`src/rtl/core/ksrd_pkg.sv`:
```
// ----------------------------------------------------------------------------
// ksrd_pkg
// Types, result codes and scan-code tables for the keyboard scan ring decoder.
// ----------------------------------------------------------------------------
package ksrd_pkg;

  typedef enum logic [3:0] {
    CODE_STORED    = 4'd0,
    CODE_DROPPED   = 4'd1,
    CODE_NO_DATA   = 4'd2,
    CODE_AUX       = 4'd3,
    CODE_LINE_ERR  = 4'd4,
    CODE_FAULT     = 4'd5,
    CODE_EVENT     = 4'd6,
    CODE_LOST      = 4'd7,
    CODE_EMPTY     = 4'd8,
    CODE_NOT_READY = 4'd9
  } code_t;

  typedef enum logic [1:0] {
    KIND_NONE    = 2'd0,
    KIND_PRESS   = 2'd1,
    KIND_RELEASE = 2'd2
  } kind_t;

  typedef enum logic {
    OP_BYTE = 1'b0,
    OP_POLL = 1'b1
  } op_t;

  typedef struct packed {
    op_t        op;
    logic [7:0] ctrl_status;
    logic [7:0] data_byte;
  } in_beat_t;

  typedef struct packed {
    code_t       code;
    logic [7:0]  scan_code;
    logic [6:0]  key_code;
    kind_t       event_kind;
    logic [5:0]  queued;
    logic [31:0] received_count;
    logic [31:0] dropped_count;
    logic [31:0] error_count;
    logic [31:0] aux_count;
  } out_beat_t;

  // controller status bits
  localparam int unsigned STS_DATA_BIT = 0;
  localparam int unsigned STS_AUX_BIT  = 5;
  localparam logic [7:0]  STS_ERR_MASK = 8'hc0;

  localparam logic [7:0] SCAN_EXT   = 8'he0;
  localparam logic [7:0] SCAN_PAUSE = 8'he1;
  localparam logic [2:0] PAUSE_LAST = 3'd5;

  // bytes that follow E1 in a pause run, indexed by position - 1
  function automatic logic [7:0] pause_byte(input logic [2:0] n);
    logic [7:0] b;
    case (n)
      3'd0:    b = 8'h1d;
      3'd1:    b = 8'h45;
      3'd2:    b = 8'he1;
      3'd3:    b = 8'h9d;
      default: b = 8'hc5;
    endcase
    return b;
  endfunction

  function automatic logic is_known_key(input logic [6:0] k);
    logic hit;
    case (k)
      7'h1e, 7'h30, 7'h2e, 7'h20,
      7'h39, 7'h1c, 7'h2a, 7'h36: hit = 1'b1;
      default:                    hit = 1'b0;
    endcase
    return hit;
  endfunction

endpackage

```
`src/rtl/core/keyboard_scan_ring_decoder.sv`:
```
// ----------------------------------------------------------------------------
// keyboard_scan_ring_decoder
// Queues qualified controller bytes in a ring with a loss epoch and decodes
// dequeued bytes as set-1 scan codes on consumer polls.
// ----------------------------------------------------------------------------
//
//  channel | ports                       | beat
//  --------+-----------------------------+----------------------------------
//  in      | in_valid/in_ready/in_data   | controller byte or consumer poll
//  out     | out_valid/out_ready/out_data| one result per input beat
//  cfg     | cfg_valid/cfg_ready/cfg_data| enabled bit, always ready
//
//  One beat per cycle while in_ready is high: a beat is handled in the cycle it
//  is accepted and its result lands in the output register at that edge.
//  The ring memory read is registered; the entry at the tail is prefetched
//  into a read register, with write bypass, so a poll reads it without waiting.
//  in_ready follows the output register: low only while a result is stalled.
//  rst_n is synchronous; ring contents are not cleared.
// ----------------------------------------------------------------------------
module keyboard_scan_ring_decoder #(
  parameter int RING_DEPTH = 64,
  parameter int EPOCH_BITS = 32
) (
  input  logic                clk,
  input  logic                rst_n,
  input  logic                in_valid,
  output logic                in_ready,
  input  ksrd_pkg::in_beat_t  in_data,
  output logic                out_valid,
  input  logic                out_ready,
  output ksrd_pkg::out_beat_t out_data,
  input  logic                cfg_valid,
  output logic                cfg_ready,
  input  logic                cfg_data
);

  localparam int PTR_W   = $clog2(RING_DEPTH);
  localparam int ENTRY_W = EPOCH_BITS + 8;
  localparam int OCC_W   = (PTR_W + 1 > 6) ? PTR_W + 1 : 6;
  localparam logic [PTR_W-1:0] PTR_LAST = PTR_W'(RING_DEPTH - 1);

  logic [ENTRY_W-1:0] ring_mem [RING_DEPTH];
  logic [ENTRY_W-1:0] rd_data_r;

  logic                  enabled_r;
  logic [PTR_W-1:0]      head_r, head_nxt, tail_r, tail_nxt, head_adv, tail_adv;
  logic [EPOCH_BITS-1:0] loss_ep_r, loss_ep_nxt, seen_ep_r, seen_ep_nxt, poll_ep;
  logic [31:0]           rcv_cnt_r, rcv_cnt_nxt, drop_cnt_r, drop_cnt_nxt;
  logic [31:0]           err_cnt_r, err_cnt_nxt, aux_cnt_r, aux_cnt_nxt;
  logic                  ext_r, ext_nxt;
  logic [2:0]            pause_r, pause_nxt;
  logic                  out_valid_r;
  ksrd_pkg::out_beat_t   out_r, res;

  logic                  in_acc, wr_en, ring_empty;
  logic [7:0]            deq_byte;
  logic [OCC_W-1:0]      occ;

  assign in_ready  = !out_valid_r || out_ready;
  assign in_acc    = in_valid && in_ready;
  assign cfg_ready = 1'b1;
  assign out_valid = out_valid_r;
  assign out_data  = out_r;

  assign head_adv   = (head_r == PTR_LAST) ? '0 : head_r + PTR_W'(1);
  assign tail_adv   = (tail_r == PTR_LAST) ? '0 : tail_r + PTR_W'(1);
  assign ring_empty = (head_r == tail_r);
  assign poll_ep    = ring_empty ? loss_ep_r : rd_data_r[ENTRY_W-1:8];
  assign deq_byte   = rd_data_r[7:0];

  always_comb begin
    head_nxt     = head_r;
    tail_nxt     = tail_r;
    loss_ep_nxt  = loss_ep_r;
    seen_ep_nxt  = seen_ep_r;
    rcv_cnt_nxt  = rcv_cnt_r;
    drop_cnt_nxt = drop_cnt_r;
    err_cnt_nxt  = err_cnt_r;
    aux_cnt_nxt  = aux_cnt_r;
    ext_nxt      = ext_r;
    pause_nxt    = pause_r;
    wr_en        = 1'b0;
    res          = '0;
    res.code     = ksrd_pkg::CODE_NOT_READY;

    if (in_acc && enabled_r) begin
      if (in_data.op == ksrd_pkg::OP_BYTE) begin
        if (!in_data.ctrl_status[ksrd_pkg::STS_DATA_BIT]) begin
          res.code = ksrd_pkg::CODE_NO_DATA;
        end else if (in_data.ctrl_status[ksrd_pkg::STS_AUX_BIT]) begin
          if (&aux_cnt_r) begin
            res.code = ksrd_pkg::CODE_FAULT;
          end else begin
            aux_cnt_nxt = aux_cnt_r + 32'd1;
            res.code    = ksrd_pkg::CODE_AUX;
          end
        end else if (|(in_data.ctrl_status & ksrd_pkg::STS_ERR_MASK)) begin
          if ((&err_cnt_r) || (&loss_ep_r)) begin
            res.code = ksrd_pkg::CODE_FAULT;
          end else begin
            err_cnt_nxt = err_cnt_r + 32'd1;
            loss_ep_nxt = loss_ep_r + EPOCH_BITS'(1);
            res.code    = ksrd_pkg::CODE_LINE_ERR;
          end
        end else if ((&rcv_cnt_r) || (&drop_cnt_r) || (&loss_ep_r)) begin
          res.code = ksrd_pkg::CODE_FAULT;
        end else if (head_adv == tail_r) begin
          drop_cnt_nxt = drop_cnt_r + 32'd1;
          loss_ep_nxt  = loss_ep_r + EPOCH_BITS'(1);
          res.code     = ksrd_pkg::CODE_DROPPED;
        end else begin
          wr_en       = 1'b1;
          head_nxt    = head_adv;
          rcv_cnt_nxt = rcv_cnt_r + 32'd1;
          res.code    = ksrd_pkg::CODE_STORED;
        end
      end else begin
        if (poll_ep != seen_ep_r) begin
          seen_ep_nxt = poll_ep;
          ext_nxt     = 1'b0;
          pause_nxt   = '0;
          res.code    = ksrd_pkg::CODE_LOST;
        end else if (ring_empty) begin
          res.code = ksrd_pkg::CODE_EMPTY;
        end else begin
          tail_nxt      = tail_adv;
          res.code      = ksrd_pkg::CODE_EVENT;
          res.scan_code = deq_byte;
          // set-1 decode: pause run, then prefixes, then plain keys
          if (pause_r != '0) begin
            if (pause_r < ksrd_pkg::PAUSE_LAST &&
                deq_byte == ksrd_pkg::pause_byte(pause_r - 3'd1)) begin
              pause_nxt = pause_r + 3'd1;
            end else begin
              pause_nxt = '0;
            end
          end else if (deq_byte == ksrd_pkg::SCAN_PAUSE) begin
            ext_nxt   = 1'b0;
            pause_nxt = 3'd1;
          end else if (deq_byte == ksrd_pkg::SCAN_EXT) begin
            ext_nxt = 1'b1;
          end else if (ext_r) begin
            ext_nxt = 1'b0;
          end else if (ksrd_pkg::is_known_key(deq_byte[6:0])) begin
            res.key_code   = deq_byte[6:0];
            res.event_kind = deq_byte[7] ? ksrd_pkg::KIND_RELEASE : ksrd_pkg::KIND_PRESS;
          end
        end
      end
    end

    if (head_nxt >= tail_nxt) begin
      occ = OCC_W'(head_nxt) - OCC_W'(tail_nxt);
    end else begin
      occ = OCC_W'(head_nxt) + OCC_W'(RING_DEPTH) - OCC_W'(tail_nxt);
    end
    res.queued         = occ[5:0];
    res.received_count = rcv_cnt_nxt;
    res.dropped_count  = drop_cnt_nxt;
    res.error_count    = err_cnt_nxt;
    res.aux_count      = aux_cnt_nxt;
  end

  // ring memory; read port tracks the next tail, bypassing a same-address write
  always_ff @(posedge clk) begin
    if (wr_en) begin
      ring_mem[head_r] <= {loss_ep_r, in_data.data_byte};
    end
    if (wr_en && head_r == tail_nxt) begin
      rd_data_r <= {loss_ep_r, in_data.data_byte};
    end else begin
      rd_data_r <= ring_mem[tail_nxt];
    end
  end

  always_ff @(posedge clk) begin
    if (!rst_n) begin
      enabled_r   <= 1'b0;
      head_r      <= '0;
      tail_r      <= '0;
      loss_ep_r   <= '0;
      seen_ep_r   <= '0;
      rcv_cnt_r   <= '0;
      drop_cnt_r  <= '0;
      err_cnt_r   <= '0;
      aux_cnt_r   <= '0;
      ext_r       <= 1'b0;
      pause_r     <= '0;
      out_valid_r <= 1'b0;
    end else begin
      if (cfg_valid && cfg_ready) begin
        enabled_r <= cfg_data;
      end
      head_r     <= head_nxt;
      tail_r     <= tail_nxt;
      loss_ep_r  <= loss_ep_nxt;
      seen_ep_r  <= seen_ep_nxt;
      rcv_cnt_r  <= rcv_cnt_nxt;
      drop_cnt_r <= drop_cnt_nxt;
      err_cnt_r  <= err_cnt_nxt;
      aux_cnt_r  <= aux_cnt_nxt;
      ext_r      <= ext_nxt;
      pause_r    <= pause_nxt;
      if (in_acc) begin
        out_valid_r <= 1'b1;
      end else if (out_ready) begin
        out_valid_r <= 1'b0;
      end
    end
  end

  always_ff @(posedge clk) begin
    if (in_acc) begin
      out_r <= res;
    end
  end

  // ---------------------------------------------------------------------------
  a_stored_not_empty: assert property (@(posedge clk) disable iff (!rst_n)
    (in_acc && res.code == ksrd_pkg::CODE_STORED) |=> (head_r != tail_r))
    else $error("ring empty right after a stored beat");

  a_disabled_not_ready: assert property (@(posedge clk) disable iff (!rst_n)
    (in_acc && !enabled_r) |=> (out_r.code == ksrd_pkg::CODE_NOT_READY))
    else $error("disabled beat did not answer not ready");

  a_pause_range: assert property (@(posedge clk) disable iff (!rst_n)
    pause_r <= ksrd_pkg::PAUSE_LAST)
    else $error("pause position out of range");

  a_rcv_monotonic: assert property (@(posedge clk)
    (rst_n && $past(rst_n)) |-> (rcv_cnt_r >= $past(rcv_cnt_r)))
    else $error("received count went backward");

  a_lost_syncs_epoch: assert property (@(posedge clk) disable iff (!rst_n)
    (in_acc && res.code == ksrd_pkg::CODE_LOST) |=> (seen_ep_r == $past(poll_ep)))
    else $error("lost report did not record the epoch");

endmodule
```
`config.mk`:
```
export PLATFORM = sky130hd
export DESIGN_NAME = keyboard_scan_ring_decoder
export DESIGN_NICKNAME = d
export VERILOG_FILES = /design/src/rtl/core/ksrd_pkg.sv /design/src/rtl/core/keyboard_scan_ring_decoder.sv
export SDC_FILE = /design/constraint.sdc
export NUM_CORES = 2
export LEC_CHECK = 0
export BUFFER_PORTS_ARGS = -buffer_cell sky130_fd_sc_hd__buf_2
export CAP_MARGIN = 15
export CORE_AREA = 2 2 656 658
export CTS_BUF_LIST = sky130_fd_sc_hd__clkbuf_8 sky130_fd_sc_hd__clkbuf_16
export CTS_CLUSTER_SIZE = 24
export DETAILED_ROUTE_END_ITERATION = 7
export DIE_AREA = 0 0 658 660
export GPL_ROUTABILITY_DRIVEN = 0
export GPL_TIMING_DRIVEN = 0
export PLACE_DENSITY_LB_ADDON = 0.2
export SETUP_SLACK_MARGIN = 0.4
export SYNTH_ARGS = -nofsm -noshare
export SYNTH_HDL_FRONTEND = slang
export SYNTH_SLANG_ARGS = --single-unit
```
`constraint.sdc`:
```
create_clock -name clk -period 9.46 [get_ports clk]
set_input_delay 0.946 -clock clk [delete_from_list [all_inputs] [get_ports clk]]
set_output_delay 0.946 -clock clk [all_outputs]
set_load 0.02 [all_outputs]
```
======== Word level (Yosys, flattened, before mapping) ========
Memory sizes are Yosys's and may differ from the RTL's. A register that Yosys moved wholly into a read port is not among the register bits.
Index checks and enable logic that the tools add are counted.
storage, ports and cells
  flip-flop bits (word level) ............. 365
  bits in latches ......................... 0
  memory bits (writable) .................. 2560
  bits in read-only memories .............. 0
  input port bits ......................... 23
  output and inout bits ................... 158
  memories ................................ 1
operators by class
  add/subtract/negate cells ............... 12
  multiply operators ...................... 0
  divide/modulo/power cells ............... 0
  magnitude comparators ................... 2
  equal/unequal tests ..................... 23
  shift-type cells ........................ 0
  multiplexer cells ....................... 91
  bitwise gates (word level) .............. 4
  reductions and logical operators ........ 26
memory list
  name      depth  bits a word  read ports  clocked after memory_dff  wr ports  line                              RTL
  ring_mem  64     40           1           1                         1         keyboard_scan_ring_decoder.sv:42  logic [ENTRY_W-1:0] ring_mem [RING_DEPTH];
operators by type and width
  kind                   number
  $mux 32                30
  $add 32x1->32 const B  5
  $reduce_and 32->1      5
  $mux 6                 14
  $eq 7x6->1 const B     6
  $mux 8                 5
  $ne 32x32->1           1
  $pmux 8 s4             1
  $mux 1                 27
  $mux 4                 6
  $mux 3                 7
  $add 6x1->6 const B    3
  $eq 8x8->1 const B     2
  $eq 7x5->1 const B     2
  $eq 6x6->1             2
  $eq 6x6->1 const B     2
  $sub 6x6->6            2
  $reduce_or 9->1        1
  $eq 8x8->1             1
  $reduce_and 4->1       2
  $reduce_or 8->1        1
  $reduce_and 7->1       1
  $eq 3x2->1 const B     2
  $ge 6x6->1             1
  17 further kinds       29

======== Depth between registers and ports, before layout ========
  word-level depth ........................ 14
  mapped depth ............................ 26

======== Worst setup path after synthesis ========
Ideal clock, no wire load.
  path kind ............................... input-to-reg
  start point ............................. input port out_ready
  end point ............................... register out_r, in the netlist out_data[133] (data pin)
  setup time .............................. 0.258 ns
  data arrival time ....................... 7.429 ns
  slack ................................... 1.773 ns
  stages on the path ...................... 15
  path through ............................ nand2b_1 -> and2_1 -> nand2_1 -> nor2_1 -> nand2_1 -> or3_4 -> buf_6 -> mux2i_1 -> ha_1 -> a21o_1 -> a21oi_1 -> o21bai_1 -> a21oi_1 -> xnor2_1 -> xnor2_1
on the way
  longest elaborated chain between the ends .. 7
  elaborated cells between the ends (all ways) .. 10
RTL lines
  what                  line                               RTL
  start, declared       keyboard_scan_ring_decoder.sv:30   input logic out_ready,
  $logic_or 1x1->1 *    keyboard_scan_ring_decoder.sv:59   assign in_ready = !out_valid_r || out_ready;
  $logic_and 1x1->1 *   keyboard_scan_ring_decoder.sv:60   assign in_acc = in_valid && in_ready;
  named net in_acc      keyboard_scan_ring_decoder.sv:55   logic in_acc, wr_en, ring_empty;
  $logic_and 1x1->1 *   keyboard_scan_ring_decoder.sv:86   if (in_acc && enabled_r) begin
  $mux 6                keyboard_scan_ring_decoder.sv:86
  $add 6x1->6           keyboard_scan_ring_decoder.sv:155  occ = OCC_W'(head_nxt) + OCC_W'(RING_DEPTH) - OCC_W'(tail_nxt);
  $sub 6x6->6           keyboard_scan_ring_decoder.sv:155
  $mux 6 *              keyboard_scan_ring_decoder.sv:152  if (head_nxt >= tail_nxt) begin
  named net occ[5]      keyboard_scan_ring_decoder.sv:57   logic [OCC_W-1:0] occ;
  end signal, assigned  keyboard_scan_ring_decoder.sv:214  out_r <= res;
  end, declared         keyboard_scan_ring_decoder.sv:53   ksrd_pkg::out_beat_t out_r, res;
The timed path passes the listed nets; every way through them passes the cells marked *.
A chain may end at the register's enable or synchronous reset.

==> impl_results.md <==
- Outcome: completed
- Drt first-iter violations: between 9,000 and 10,000
- Number of H-tree levels: 5
- Post-cts sizing count: 0
- Count of different cell masters after synthesis: 88
- Power density normalized to cell area: 194.8 mW/mm²
- Height of the chip: 660 µm
- Detailed Place HPWL: 332,300 µm
- Number of buffers created by CTS: 337
- Highest metal layer used by the detailed router: met4
- Overflow after GRT: 0
- Maximum number of pins on one net before global-route repair: 71
- Worst hold path type: input pin to register
- Initial Util: 0.2692
- Maximum Capacitance Violations: 0
- Post-Synthesis Mean Instance Area: ~17 µm²
- Number of enable-type register cells in the synthesized netlist: 2,715
- DIE AREA: about 0.43 mm²
- Required time of the worst setup path: 10.16 ns
- Total setup buffers inserted after CTS: 0
- Launching element type of the critical path: register
- Top-level I/O count: 181
- Total iterations of the first detailed-routing run: 6
- Share of synthesized area occupied by flip-flops and latches: 0.7475
- Hold slack final: 0.2712 ns
- Post-route antenna net violation count: 0
- Number of global-route vias before repair: 66,730
- Final Hold Viols: 0
- Via-per-instance ratio: 5.296
- Arrival time at the worst endpoint: approximately 9.7 ns
- Number of failing setup endpoints in the final timing report: 0
- Via total after detailed routing: 70,730
- Ys async rst share: 0
- Worst slew pin tran: 1.438 ns
- Part of the cycle the worst path needs: 0.9517
- Number of sinks driven by the clock tree: 2,931
- FMAX: around 110 MHz
- Gate count of the mapped netlist: ~6,600
- Number of antenna violations at the first check in global routing: 30
- Clock latency on the worst-skew pair: around 0.98 ns
- Detailed-route wire length per cell: 36.19 µm
- Global-route usage over all layers: 0.2153
- Met2 WL: 220,900 µm
- Total of hold buffers inserted after clock tree synthesis: 0
- Area delta synth->final: 21.46%
- Final number of max-transition violations: 0
- CTS tree: done
- Total met3 wirelength after detailed routing: ~42,000 µm
- CTS clock-pin slew for the worst setup and hold paths: 0.06 ns
- Final routed DRC violation total: 0
- IR Drop Worst-Case VDD: between 0.00015 and 0.0002 V
- Total negative setup slack: 0 ns
- Setup slack at placement: 0.6000 ns
- Core ar.: 0.4267 mm²
- Prevailing post-synth register cell: edfxtp_1
- Register bit count reported by yosys: a little under 3,000
- Cell with the largest stage delay on the worst path: buf_1
- Cell chain of the critical path: buf_2 > buf_1 > buf_2 > nor2_1 > clkdlybuf4s15_1 > nand3_1 > nand4_1 > nand2_1 > xor2_1 > o2111ai_1 > a2111oi_1 > nand4_1 > or3_4 > buf_6 > clkbuf_2 > a2bb2oi_1 > ha_1 > inv_1 > o21bai_1 > a21oi_1 > xnor2_1 > xnor2_1
- Count of input and output buffers: between 150 and 200
- Root cell of the clock tree: clkbuf_16
- Chip width: 658 µm
- Leakage power summed over all cells: 46.41 nW
- Synthesized area: around 0.11 mm²
- Final worst slack: 0.4574 ns
- Net count after synthesis: between 6,000 and 7,000
- Fraction of layout instances using a drive strength above 1: 0.1925
- Final worst path period need: approximately 9.0 ns
- Critical Path Fanout Max: 10
- Kind of capture point of the worst setup path: register
- Worst relative slew slack: 0.04116
- Std-Cell Rows: 240
- Crit-path max cell delay: 0.96 ns
- Final nets: 7,419
- Final wirelength: 483,400 µm
- Clock skew: 0.06095 ns
- Buffers & Inverters on Critical Path: 7
- Global-route wire length before repair: around 630,000 µm
- Post-Route M1 WL: 202,300 µm
- Largest buffer count on any clock path: 4
- Count of synthesis-stage warnings from yosys: 0
- RSZ-0062 raised after global routing: false
- Top delay family on crit path: buffers and inverters
- Class of the most critical setup path: register to register
- Launch point of the worst hold path: in_valid
## sequential cells by signal, indices dropped and copies added, names as in the netlist, named ones only
| name | flops |
|---|---|
| enabled_r | 1 |
| drop_cnt_r | 32 |
| out_data | 155 |
| tail_r | 6 |
| rcv_cnt_r | 32 |
| aux_cnt_r | 32 |
| out_valid | 1 |
| ring_mem | 2560 |
| seen_ep_r | 32 |
| loss_ep_r | 32 |
| ext_r | 1 |
| pause_r | 3 |
| err_cnt_r | 32 |
| head_r | 6 |
## power by group
part | switching (mW) | internal [mW] | leakage [nW]
clock network | 5.61 | 7.32 | 5.51
logic | 0.161 | 0.0410 | 10.0
registers | 0.0162 | 14.0 | 30.9
total | 5.79 | 21.4 | 46.4
## path summary, 6_finish.rpt
check | end | slack, ns | depth (start not counted)
max | out_data[133] | 0.46 | 22
min | out_valid | 0.27 | 3
max reg2reg | out_data[133] | 0.46 | 22
min reg2reg | ext_r | 0.48 | 2
## placed cells by master (no fill, tap or decap), drive strengths merged, types with 115 or more instances in the layout
master | synthesis | final
nor2 | 259 | 259
mux2i | 918 | 918
inv | 43 | 115
o22ai | 329 | 329
buf | 221 | 654
clkbuf | 131 | 476
edfxtp | 2715 | 2715
nand3 | 122 | 122
nor3 | 136 | 136
mux4 | 200 | 200
and2 | 151 | 151
nand2 | 195 | 195
dfxtp | 216 | 216
clkinv | 2 | 163
## worst reg2reg max path, cell delays in order, from the launching register on
cell and delay (ns):
dfxtp_1 0.50, buf_2 0.30, buf_1 0.96, buf_2 0.70, nor2_1 0.28, clkdlybuf4s15_1 0.76
nand3_1 0.41, nand4_1 0.16, nand2_1 0.51, xor2_1 0.33, o2111ai_1 0.14, a2111oi_1 0.74
nand4_1 0.42, or3_4 0.59, buf_6 0.22, clkbuf_2 0.49, a2bb2oi_1 0.32, ha_1 0.36
inv_1 0.05, o21bai_1 0.15, a21oi_1 0.10, xnor2_1 0.19, xnor2_1 0.09
## cells in the mapped netlist (104+ instances only)
cell type  instances  area share
nand2_1          195      0.0064
xnor2_1          114      0.0087
nand3_1          122      0.0053
mux4_2           200       0.039
and2_1           151      0.0082
o21ai_0          104      0.0045
clkbuf_1         131      0.0043
nor2_1           258      0.0084
dfxtp_1          216       0.038
edfxtp_1        2715        0.71
nor3_1           136      0.0059
o22ai_1          329       0.018
mux2i_1          918       0.080
## area by class of cell
cell class / instances / area (µm²)
antenna: 8 / 20.02
buffer: 352 / 2014
clock buffer: 346 / 8613
clock inverter: 278 / 2272
fill: 41000 / 287200
inverter: 45 / 168.9
multi-input combinational: 3276 / 27390
sequential: 2931 / 85900
tap: 5687 / 7116
timing repair buffer: 434 / 6013
## cells by family after synthesis
| family | share of synthesized area |
|---|---|
| AO/OA/AOI/OAI | 0.04378 |
| XOR/XNOR | 0.01456 |
| adder cells (fa/ha/maj) | 0.002135 |
| buffers and inverters | 0.01885 |
| flip-flops | 0.7475 |
| multiplexers | 0.1205 |
| other | 0.00006538 |
| AND/OR/NAND/NOR | 0.05266 |
## per-layer routing
| layer | up-vias | track usage |
|---|---|---|
| li1 | 27880 | - |
| met1 | 38030 | 0.2978 |
| met2 | 4051 | 0.3440 |
| met3 | 769 | 0.03406 |
| met4 | 0 | 0.07292 |
| met5 | - | 0 |
## metrics by stage
step / util / std cells / total power, mW / cell area, µm²
final: 0.3269 / 13360 / 27.17 / 139500
after global routing: 0.3269 / 13350 / 27.83 / 139500
after CTS: 0.3266 / 13340 / 27.31 / 139300
after detailed placement: 0.3010 / 12720 / 14.51 / 128500
after global placement: 0.2879 / 12470 / 14.51 / 122900
after floorplan: - / 6604 / 14.39 / 114900
Note: power is estimated with default switching activity, not from simulation.
